`config.mk`:
```
export PLATFORM = sky130hd
export DESIGN_NAME = lrgm_front
export DESIGN_NICKNAME = d
export VERILOG_FILES = /design/src/rtl/lrgm_pkg.sv /design/src/rtl/lrgm_front.sv
export SDC_FILE = /design/constraint.sdc
export NUM_CORES = 1
export LEC_CHECK = 0
export BUFFER_PORTS_ARGS = -buffer_cell sky130_fd_sc_hd__buf_2
export CAP_MARGIN = 10
export CORE_MARGIN = 4
export CORE_UTILIZATION = 49
export CTS_CLUSTER_DIAMETER = 100
export DETAILED_ROUTE_END_ITERATION = 7
export GPL_TIMING_DRIVEN = 0
export PLACE_DENSITY = 0.79
export SLEW_MARGIN = 15
export SYNTH_ARGS = -nofsm -noshare
export SYNTH_HDL_FRONTEND = slang
export SYNTH_SLANG_ARGS = --single-unit
```
`constraint.sdc`:
```
create_clock -name clk -period 4.6 [get_ports clk]
set_clock_uncertainty 0.2 [all_clocks]
set_input_delay 1.15 -clock clk [delete_from_list [all_inputs] [get_ports clk]]
set_output_delay 1.15 -clock clk [all_outputs]
set_load 0.005 [all_outputs]
```
`src/rtl/lrgm_pkg.sv`:
```
// Package for the lattice rod grand canonical move block.
// Holds widths, codes, item and control structs and the cell stepping function.
// No dependencies.
package lrgm_pkg;

	localparam int MAX_DIM  = 64;
	localparam int DIM_W    = 6;
	localparam int DIMV_W   = 7;
	localparam int CELL_W   = 12;
	localparam int MAX_RODS = 4096;
	localparam int CNT_W    = 13;
	localparam int LEN_W    = 5;
	localparam int Z_W      = 24;
	localparam int D_W      = 16;
	localparam int PICK_W   = 31;
	localparam int MA_W     = 54;
	localparam int MB_W     = 50;

	typedef enum logic [2:0] {
		ST_ADDED    = 3'd0,
		ST_DELETED  = 3'd1,
		ST_REJECTED = 3'd2,
		ST_BLOCKED  = 3'd3,
		ST_NO_RODS  = 3'd4,
		ST_BAD_POS  = 3'd5
	} status_t;

	typedef enum logic [1:0] {
		REG_ACTIVITY = 2'd0,
		REG_LENGTH   = 2'd1,
		REG_ROWS     = 2'd2,
		REG_COLS     = 2'd3
	} cfg_idx_t;

	typedef enum logic [1:0] {
		K_ADD     = 2'd0,
		K_ADD_BAD = 2'd1,
		K_DEL     = 2'd2
	} kind_t;

	// effective configuration, already saturated
	typedef struct packed {
		logic [Z_W-1:0]    z;
		logic [LEN_W-1:0]  l;
		logic [DIMV_W-1:0] r;
		logic [DIMV_W-1:0] c;
	} cfg_t;

	typedef struct packed {
		kind_t              kind;
		logic               vert;
		logic [DIM_W-1:0]   x;
		logic [DIM_W-1:0]   y;
		logic [D_W-1:0]     d;
		logic [PICK_W-1:0]  pick;
	} item_t;

	// queue head toward the back end
	typedef struct packed {
		logic  valid;
		item_t item;
	} head_t;

	// back end control toward the front end
	typedef struct packed {
		logic pop;
		logic clearing;
	} bctl_t;

	// next cell along the rod, wrapping at the lattice size in use
	function automatic logic [CELL_W-1:0] cell_step(input logic vert,
			input logic [DIM_W-1:0] x, input logic [DIM_W-1:0] y,
			input logic [DIMV_W-1:0] r, input logic [DIMV_W-1:0] c);
		logic [DIMV_W-1:0] nx;
		logic [DIMV_W-1:0] ny;
		nx = {1'b0, x} + DIMV_W'(1);
		ny = {1'b0, y} + DIMV_W'(1);
		if (vert) begin
			if (ny == r) ny = '0;
			return {ny[DIM_W-1:0], x};
		end else begin
			if (nx == c) nx = '0;
			return {y, nx[DIM_W-1:0]};
		end
	endfunction

endpackage

```
`src/rtl/lrgm_front.sv`:
```
// Front end: accepts input items, classifies them and queues them (two entries).
// Depends on lrgm_pkg.
module lrgm_front (
	input  logic                              clk,
	input  logic                              arst_n,
	input  lrgm_pkg::cfg_t                    cfg,
	input  logic                              s_tvalid,
	output logic                              s_tready,
	input  logic [63:0]                       s_tdata,
	input  logic [1:0]                        s_tuser,
	input  lrgm_pkg::bctl_t                   bctl,
	output lrgm_pkg::head_t                   head
);
	import lrgm_pkg::*;

	item_t      fifo_q [2];
	logic       wptr_q, rptr_q;
	logic [1:0] cnt_q;
	item_t      in_item;
	logic       push, pop;

	// classify: decode kind and check the origin against the lattice in use
	always_comb begin
		in_item.vert = ~s_tuser[1];
		in_item.x    = s_tdata[5:0];
		in_item.y    = s_tdata[11:6];
		in_item.d    = s_tdata[27:12];
		in_item.pick = s_tdata[58:28];
		if (s_tuser[0])
			in_item.kind = K_DEL;
		else if (({1'b0, s_tdata[5:0]} >= cfg.c) || ({1'b0, s_tdata[11:6]} >= cfg.r))
			in_item.kind = K_ADD_BAD;
		else
			in_item.kind = K_ADD;
	end

	assign s_tready   = ~bctl.clearing && (cnt_q != 2'd2);
	assign push       = s_tvalid && s_tready;
	assign pop        = bctl.pop && (cnt_q != 2'd0);
	assign head.valid = (cnt_q != 2'd0);
	assign head.item  = fifo_q[rptr_q];

	// queue storage
	always_ff @(posedge clk) begin
		if (push) fifo_q[wptr_q] <= in_item;
	end

	// queue pointers
	always_ff @(posedge clk or negedge arst_n) begin
		if (!arst_n) begin
			wptr_q <= 1'b0;
			rptr_q <= 1'b0;
			cnt_q  <= 2'd0;
		end else begin
			if (push) wptr_q <= ~wptr_q;
			if (pop) rptr_q <= ~rptr_q;
			cnt_q <= cnt_q + {1'b0, push} - {1'b0, pop};
		end
	end
endmodule

```
======== Word level (Yosys, flattened, before mapping) ========
Memories as Yosys holds them, arrays and structs flattened.
Cells that the tools add are included.
word-level totals
  flip-flop bits (word level) ............. 4
  memory bits (writable) .................. 124
  input bits .............................. 114
  memories ................................ 1
cells by class
  $add $sub $neg .......................... 2
  order comparisons ....................... 2
  equality and inequality tests ........... 1
  muxes and demuxes ....................... 4
  bitwise operators ....................... 4
  reductions and logical operators ........ 5
memories
  memory  words  bits a word  rd ports  clocked after Yosys merged registers in  write ports  line              text
  fifo_q  2      62           1         0                                        1            lrgm_front.sv:16  item_t fifo_q [2];
operators by type and width
  cell                                            count
  6-bit by 7-bit >= comparator with 1-bit output  2
  1-bit NOT                                       4
  1-bit logical AND                               3
  1-bit 2-to-1 mux                                3
  2-bit by 1-bit adder with 2-bit output          1
  2-bit 2-to-1 mux                                1
  2-bit != test, second input constant            1
  2-bit nonzero test                              1
  2-bit by 1-bit subtractor with 2-bit output     1
  1-bit logical OR                                1

======== Longest topological paths before layout ========
Gate-level depths: netlist of run 1.
  word-level depth ........................ 5
  mapped depth ............................ 8
  depth with buffers taken out ............ 8

======== Least setup slack after synthesis of run 1 ========
No wires, ideal clock.
  path kind ............................... input to register
  start point ............................. in bctl[0] in the netlist's numbering
  end point ............................... mem fifo_q[0][0] in the netlist's numbering, enable pin
  library setup time ...................... 482 ps
  arrival ................................. 4099 ps
  required time ........................... 3918 ps
  setup slack ............................. -181 ps
  stages .................................. 3
  path buffers ............................ 0
  path through ............................ a21oi_1 -> nand2_1 -> nor2_1
on the way
  cells in the longest elaborated chain, start to end .. 5
RTL lines
  what                                    line              text
  start: declaration                      lrgm_front.sv:11  input lrgm_pkg::bctl_t bctl,
  1-bit NOT                               lrgm_front.sv:37  assign s_tready = ~bctl.clearing && (cnt_q != 2'd2);
  1-bit logical AND                       lrgm_front.sv:37
  1-bit logical AND                       lrgm_front.sv:38  assign push = s_tvalid && s_tready;
  1-bit 2-to-1 mux                        lrgm_front.sv:45  if (push) fifo_q[wptr_q] <= in_item;
  1-bit 2-to-1 mux (implied by the code)  lrgm_front.sv:45
  end: declaration                        lrgm_front.sv:16
No other way between the ends.

==> results.ini, run 1 <==
[power_and_ir_drop]
pwr-share-comb_pct = 24.3
p_leak_nw = 2.58
power.total_w = 0.00349
p_int_w = 0.00258
sw_frac_of_total_pct = 25.9
ir_worst_vdd_mv = 0.227
pwr-share-clk_pct = 32.8
switchingPower_w = 0.000901
sequentialPowerShare_pct = 42.9
power_density_mw_per_mm2 = 538

[worst_setup_path]
end_kind = primary output
slowest_delay_ps = 350
cpMaxStageDelayCell = mux2_1
start_kind = flop
reg2reg_from = cnt_q[0]
crit_chain = buf_2, buf_6, mux2_1, buf_2
crit_family = buffers and inverters
critical_path.most_common_cell = buf_2
worst-path-buf-inv = 3
cp-startpoint = rptr_q
reg2reg_depth = 5
arrival_ps = 1780
cp_max_fo = 10
crit_cells = 4
critPathRequiredTime_ps = 3250
critical_path_class = flop to primary output

[layout]
utilization_pct = 65.6
mostFrequentLayoutCells = 144 x buf_2, 124 x edfxtp_1, 59 x mux2_1
diodes = 0
nets = 546
final_common_cell = buf_2
syn2layout_area_growth_pct = 29.6
layout-drive-gt1-share_pct = 43.8

[routing]
vias = 2700
drtIter0Drc = 116
drc = 0
wl_met3_um = 809
wl_per_cell_um = 15.9
highest_layer = met4
vias_per_cell = 4.80
firstDrtPassIters = 4
ant_nets = 0
m1WireLength_um = 3530
routed_wl_um = 8910
wl_met2_um = 4450

[timing]
max-slew-margin-rel_pct = 61.1
tightestPinTransition_ps = 582
hold_viol = 0
worst_hold_slack_ps = 251
post-route-period-util_pct = 68.1
fin_setup_tns_ps = 0
grt_setup_unrepaired = false
setup_viol = 0
min_period_ps = 3130
fmaxAchievable_ghz = 0.319
final_max_slew_viol_count = 0

[synthesis]
syn_area_mm2 = 0.00499
seq_area_frac_synth_pct = 76.6
synth_flop_cell = edfxtp_1
async_reset_ff_share_pct = 3.13
synth_edf_count = 124
ys_seq_elements = 128
synthDistinctLibCells = 22
syn_area_per_cell_um2 = 19.7
yosys_warnings = 0
netlist_instances = 253
synth_nets = 381

[placed_design]
place_hpwl_um = 6270
gp_congestion = 0.714
io_buffers = 143

[cts]
cts_resized = 0
ctsHoldBuffers = 0
clkSinkCount = 128
numCtsBuffers = 17
clkSlewWorstSetupHoldPaths_ps = 50
clockBufferDepth = 2
htree_levels = 4
clk_latency_ps = 490
postCtsSetupBuffers = 0
cts_tree = built
root_buffer = clkbuf_8

[global_routing]
grt_overflow_total = 0
antenna_found_initial = 0
grt_max_degree = 41
grt_pass1_wl_um = 13800
grt_pass1_vias = 2896
grtUsageTotal_pct = 15.7

[die]
die_w_um = 109
rows = 36
start_util_pct = 50.6
chipHeight_um = 109
core-area_mm2 = 0.00986
io_pins = 178
dieArea_mm2 = 0.0119

[job]
cap_violations = 0

[outcome]
run_status = finished clean

[hold_path]
hp-class = input port to asynchronous set/reset pin

[power groups by stage]
stage | clock, W | combinational (W) | sequential, W
after floorplan | 0 | 0.000497 | 0.00151
after global placement | 0 | 0.000821 | 0.00152
after detailed placement | 0 | 0.000864 | 0.00152
after CTS | 0.00118 | 0.000873 | 0.00150
after global routing | 0.00123 | 0.000941 | 0.00151
final | 0.00114 | 0.000846 | 0.00150
[synth_stat cells (2+ instances only)]
cell | count | share of area [%]
edfxtp_1 | 124 | 75
mux2_1 | 59 | 13
inv_1 | 15 | 1.1
ha_1 | 14 | 3.5
buf_6 | 6 | 1.4
a21o_1 | 4 | 0.60
a21oi_1 | 4 | 0.40
dfrtp_1 | 4 | 2.0
mux2_2 | 3 | 0.68
nor2_1 | 3 | 0.23
xnor2_1 | 3 | 0.53
nand2b_1 | 2 | 0.25
nand3_1 | 2 | 0.20
o21ai_1 | 2 | 0.20
[kinds of logic (layout without fill, tap and decap cells)]
family	count (synthesis)	after routing	share of synthesized area, %
AND/OR/NAND/NOR	11	11	1.13
AO/OA/AOI/OAI	12	12	1.55
buffers and inverters	22	198	2.58
multiplexers	62	62	14.0
XOR/XNOR	4	4	0.702
flip-flops	128	128	76.6
adder cells (fa/ha/maj)	14	14	3.51
[sequential cells by signal (all words and copies together) (netlist names)]
register,flops
cnt_q,2
fifo_q,124
rptr_q,1
wptr_q,1
[through the flow]
| step | std cells | setup slack, ps | cell area, um2 |
|---|---|---|---|
| after floorplan | 253 | 854 | 5000 |
| after global routing | 562 | 1350 | 6470 |
| final | 562 | 1470 | 6470 |
| after detailed placement | 532 | 1640 | 5960 |
| after global placement | 529 | -20.4 | 5880 |
| after CTS | 562 | 1420 | 6470 |
[path summary, 6_finish.rpt]
| check | endpoint | slack [ps] |
|---|---|---|
| min in group clk | cnt_q[1] | 330 |
| hold reg to reg | cnt_q[1] | 330 |
| setup reg to reg | fifo_q[0][38] | 2470 |
| hold / removal | cnt_q[0] | 250 |
| max in group asynchronous | wptr_q | 3830 |
| setup / recovery | head[12] | 1470 |
[metal layers]
| layer | track usage, % | vias up |
|---|---|---|
| met2 | 26.1 | 101 |
| met1 | 18.0 | 1287 |
| met5 | 0 | - |
| li1 | - | 1302 |
| met3 | 6.16 | 10 |
| met4 | 6.76 | 0 |
[cell type report]
cell class / count / area [um2]
buffer: 7 / 72.6
clock buffer: 18 / 418
clock inverter: 12 / 97.6
fill: 693 / 3390
inverter: 15 / 56.3
multi-input combinational: 103 / 1050
sequential: 128 / 3820
tap: 133 / 166
timing repair buffer: 146 / 783
Note: power is estimated with default switching activity, not from simulation.
==> inputs of run 2 (changes only) <==
==> constraint.sdc (replaced) <==
create_clock -name clk -period 2.9 [get_ports clk]
set_clock_uncertainty 0.2 [all_clocks]
set_input_delay 0.725 -clock clk [delete_from_list [all_inputs] [get_ports clk]]
set_output_delay 0.725 -clock clk [all_outputs]
set_load 0.005 [all_outputs]
==> run 2 against run 1 <==
Compared with the run above:
- global-route usage rose by 0.77 points
- power increased by 61%
- critical endpoint is now head[50]
- final area up 0.46%
==> results.ini, run 2 (synthesized netlist as in run 1, its figures left out) <==
[timing]
hold_viol = 0
max-slew-margin-rel_pct = 54.9
worst_hold_slack_ps = 204
fin_setup_tns_ps = 0
setup_viol = 0
post-route-period-util_pct = 94.1
tightestPinTransition_ps = 674
fmaxAchievable_ghz = 0.367
min_period_ps = 2730
final_max_slew_viol_count = 0
grt_setup_unrepaired = false

[global_routing]
grt_overflow_total = 0
grt.met1_usage_pct = 18.9
grt_max_degree = 37
grt_busiest_layer = met2
grt_use_met2_pct = 28.2
grtUsageTotal_pct = 16.5
antenna_found_initial = 1
grt_pass1_vias = 2963
grtUsageMet3_pct = 5.57
grt_pass1_wl_um = 14400

[hold_path]
holdPathEnd = fifo_q[1][27]
hp-class = input port to flop
hp-start = s_tdata[55]
holdPathStages = 1

[worst_setup_path]
critical_path.most_common_cell = buf_2
crit_cells = 4
cpMaxStageDelayCell = mux2_1
reg2reg_depth = 5
arrival_ps = 1800
crit_chain = buf_2, buf_6, mux2_1, buf_2
critical_path_class = flop to primary output
r2r-end = fifo_q[0][18]
worst-path-buf-inv = 3
cp-startpoint = rptr_q
start_kind = flop
crit_family = buffers and inverters
critPathRequiredTime_ps = 1980
reg2reg_from = cnt_q[0]
end_kind = primary output
cp_max_fo = 10
slowest_delay_ps = 350
regToRegSetupSlack_ps = 660

[die]
dieArea_mm2 = 0.0119
start_util_pct = 50.6
chipHeight_um = 109
rows = 36
io_pins = 178
core-area_mm2 = 0.00986
die_w_um = 109

[power_and_ir_drop]
ir_worst_vdd_mv = 0.388
power_density_mw_per_mm2 = 864
p_leak_nw = 2.58
power.total_w = 0.00562

[placed_design]
io_buffers = 143
gp_congestion = 0.736
place_hpwl_um = 6460
place_inst = 532

[routing]
ant_nets = 0
drtIter0Drc = 123
wl_per_cell_um = 16.6
vias_per_cell = 4.89
firstDrtPassIters = 4
routed_wl_um = 9390
drc = 0
vias = 2763

[cts]
postCtsSetupBuffers = 0
clockBufferDepth = 2
clkSlewWorstSetupHoldPaths_ps = 60
clk_latency_ps = 510
root_buffer = clkbuf_8
htree_levels = 4
clkSinkCount = 128
numCtsBuffers = 17
cts_tree = built

[job]
cap_violations = 0

[outcome]
run_status = finished clean

[layout]
layout-drive-gt1-share_pct = 44.0
largest_register = fifo_q
syn2layout_area_growth_pct = 30.2
final_common_cell = buf_2
stdcell_count = 565
nets = 547
diodes = 0
mostFrequentLayoutCells = 144 x buf_2, 124 x edfxtp_1, 59 x mux2_1
largest_reg_flops = 124
largestRegisters = fifo_q (124), cnt_q (2)

-- run 2: changes by cell type in the layout (fill, tap and decap cells not counted), sizes merged --
cell	before	now
dlygate4sd3	0	1
clkinvlp	2	6
clkbuf	18	17
clkinv	9	7
inv	15	16
-- run 2: worst max path at each step --
stage,endpoint,slack (ps)
floorplan,fifo_q[0][0],250
global placement,fifo_q[0][10],-320
detailed placement,fifo_q[0][18],270
CTS,head[56],130
global route,head[57],60
finish,head[50],170
-- run 2: per-stage QoR --
step                util (%)  worst slack (ps)  instance area (um2)
floorplan                  -               255                 5000
detailed placement      60.4               273                 5960
finish                  65.9               172                 6500
global placement        59.7              -318                 5890
CTS                     65.9               129                 6500
global route            65.9              62.5                 6500
-- run 2: routing by layer --
metal	part of all wire, %	up-vias	wire length [um]
li1	-	1307	-
met1	40	1334	3740
met2	51	108	4770
met3	8.3	12	779
met4	0.94	2	88
met5	0.13	-	12
-- run 2: cell type report --
cell class	count	area, um2
multi-input combinational	103	1050
buffer	7	72.6
clock buffer	17	414
fill	692	3360
timing repair buffer	147	793
clock inverter	15	121
inverter	15	56.3
sequential	128	3820
tap	133	166
-- run 2: power by group --
group          switching (W)  total (W)  internal (W)  leakage [nW]
combinational       0.000678    0.00136      0.000680          1.15
sequential         0.0000642    0.00237       0.00231          1.18
clock               0.000764    0.00189       0.00112         0.249
-- run 2: repair_timing --
item / in CTS / in global routing
endpoints found under the hold margin: 4 / 0
gates resized for setup: 0 / 0
endpoints found under the setup margin: 0 / 0
hold buffers: 1 / 0
==> inputs of run 3 (changes only) <==
==> constraint.sdc (replaced) <==
create_clock -name clk -period 2.9 [get_ports clk]
set_clock_uncertainty 0.2 [all_clocks]
set_input_delay 0.725 -clock clk [delete_from_list [all_inputs] [get_ports clk]]
set_output_delay 0.725 -clock clk [all_outputs]
set_load 0.02 [all_outputs]
==> run 3 against run 2 <==
Compared with the run above:
- via count shrank 1.9%
- global-route usage shrank 0.41 points
- clock-buffer cell count is the same
- setup slack lost 31 ps
- clock power grew 11%
- non-clock buffer count is the same
- first-iteration DRC count shrank 39%
- register-to-register slack gained 270 ps
- power grew 10%
==> results.ini, run 3 (synthesized netlist as in run 1, its figures left out) <==
[outcome]
run_status = finished clean

[routing]
vias_per_cell = 4.80
routed_wl_um = 8960
firstDrtPassIters = 4
vias = 2710
ant_nets = 0
drtIter0Drc = 75
drc = 0
wl_per_cell_um = 15.9

[global_routing]
grt_max_degree = 40
grt_overflow_total = 0
grt_pass1_vias = 2890
grtUsageTotal_pct = 16.1
antenna_found_initial = 0
grt_pass1_wl_um = 14000

[timing]
fmaxAchievable_ghz = 0.362
grt_setup_unrepaired = false
hold_viol = 0
min_period_ps = 2760
post-route-period-util_pct = 95.1
final_max_slew_viol_count = 0
worst_hold_slack_ps = 210
setup_viol = 0
tightestPinTransition_ps = 485
max-slew-margin-rel_pct = 67.6

[worst_setup_path]
start_kind = flop
arrival_ps = 1830
reg2reg_from = cnt_q[0]
end_kind = primary output
critical_path_class = flop to primary output
r2r-end = fifo_q[0][43]
cp_max_fo = 10
reg2reg_depth = 5
regToRegSetupSlack_ps = 930
critPathRequiredTime_ps = 1980

[power_and_ir_drop]
p_leak_nw = 2.62
power_density_mw_per_mm2 = 943
power.total_w = 0.00619
ir_worst_vdd_mv = 0.368

[layout]
syn2layout_area_growth_pct = 31.5
final_common_cell = buf_2
largestRegisters = fifo_q (124), cnt_q (2)
stdcell_count = 565
layout-drive-gt1-share_pct = 44.4
nFillCells = 683
diodes = 0
largest_register = fifo_q
mostFrequentLayoutCells = 144 x buf_2, 124 x edfxtp_1, 59 x mux2_1
nets = 547
largest_reg_flops = 124

[die]
dieArea_mm2 = 0.0119
die_w_um = 109
io_pins = 178
core-area_mm2 = 0.00986
chipHeight_um = 109
rows = 36
start_util_pct = 50.6

[hold_path]
hp-start = s_tdata[36]
hp-class = input port to flop
holdPathEnd = fifo_q[0][8]
holdPathStages = 1

[job]
cap_violations = 0

[cts]
clkSlewWorstSetupHoldPaths_ps = 60
cts_tree = built
numCtsBuffers = 17
clockBufferDepth = 2
htree_levels = 4
clk_latency_ps = 500
clkSinkCount = 128
cts_resized = 0
root_buffer = clkbuf_8

[placed_design]
gp_congestion = 0.712
place_inst = 532
place_hpwl_um = 6240
io_buffers = 143

run 3: timing repair:
action	in CTS	in global routing
hold buffers	1	0
endpoints found under the hold margin	4	0
setup buffers	0	0
run 3: cell type report:
type	instances	area (um2)	share of cell area, %
Tap cell	133	166	2.53
Buffer	7	72.6	1.11
Clock inverter	15	181	2.76
Timing Repair Buffer	147	793	12.1
Clock buffer	17	414	6.31
Multi-Input combinational cell	103	1060	16.1
Sequential cell	128	3820	58.2
Inverter	15	56.3	0.857
run 3: through the flow:
step	instance area [um2]	util, %	worst slack [ps]	setup TNS (ps)
3_3_place_gp	5890	59.7	-261	-15920
4_1_cts	6570	66.6	87.5	0
6_report	6570	66.6	141	0
5_1_grt	6570	66.6	37.8	0
2_1_floorplan	5010	-	147	0
3_5_place_dp	5960	60.4	502	0
run 3: worst max path at each step:
stage | startpoint | end | slack [ps] | depth (start not counted)
after floorplan | bctl[0] | fifo_q[0][0] | 150 | 3
after CTS | rptr_q | head[29] | 90 | 4
after detailed placement | s_tdata[0] | fifo_q[1][60] | 500 | 8
after global routing | rptr_q | head[46] | 40 | 4
final | rptr_q | head[29] | 140 | 4
after global placement | bctl[0] | fifo_q[0][44] | -260 | 4
run 3: report_power, final:
part           internal (W)  total (W)  switching, W
Sequential          0.00231    0.00237     0.0000613
Clock               0.00132    0.00209      0.000778
Combinational      0.000689    0.00173       0.00104
run 3: worst max-delay path: stages, from the launching register on:
cell     delay [ps]
dfrtp_1         320
buf_2           270
buf_6           210
mux2_1          350
buf_2           170
run 3: layer usage:
| layer | up-vias | track usage (%) | share of wire [%] |
|---|---|---|---|
| li1 | 1311 | - | - |
| met1 | 1287 | 19.7 | 42 |
| met2 | 101 | 26.2 | 48 |
| met3 | 11 | 5.68 | 9.1 |
| met4 | 0 | 6.22 | 1.3 |
| met5 | - | 0 | 0 |
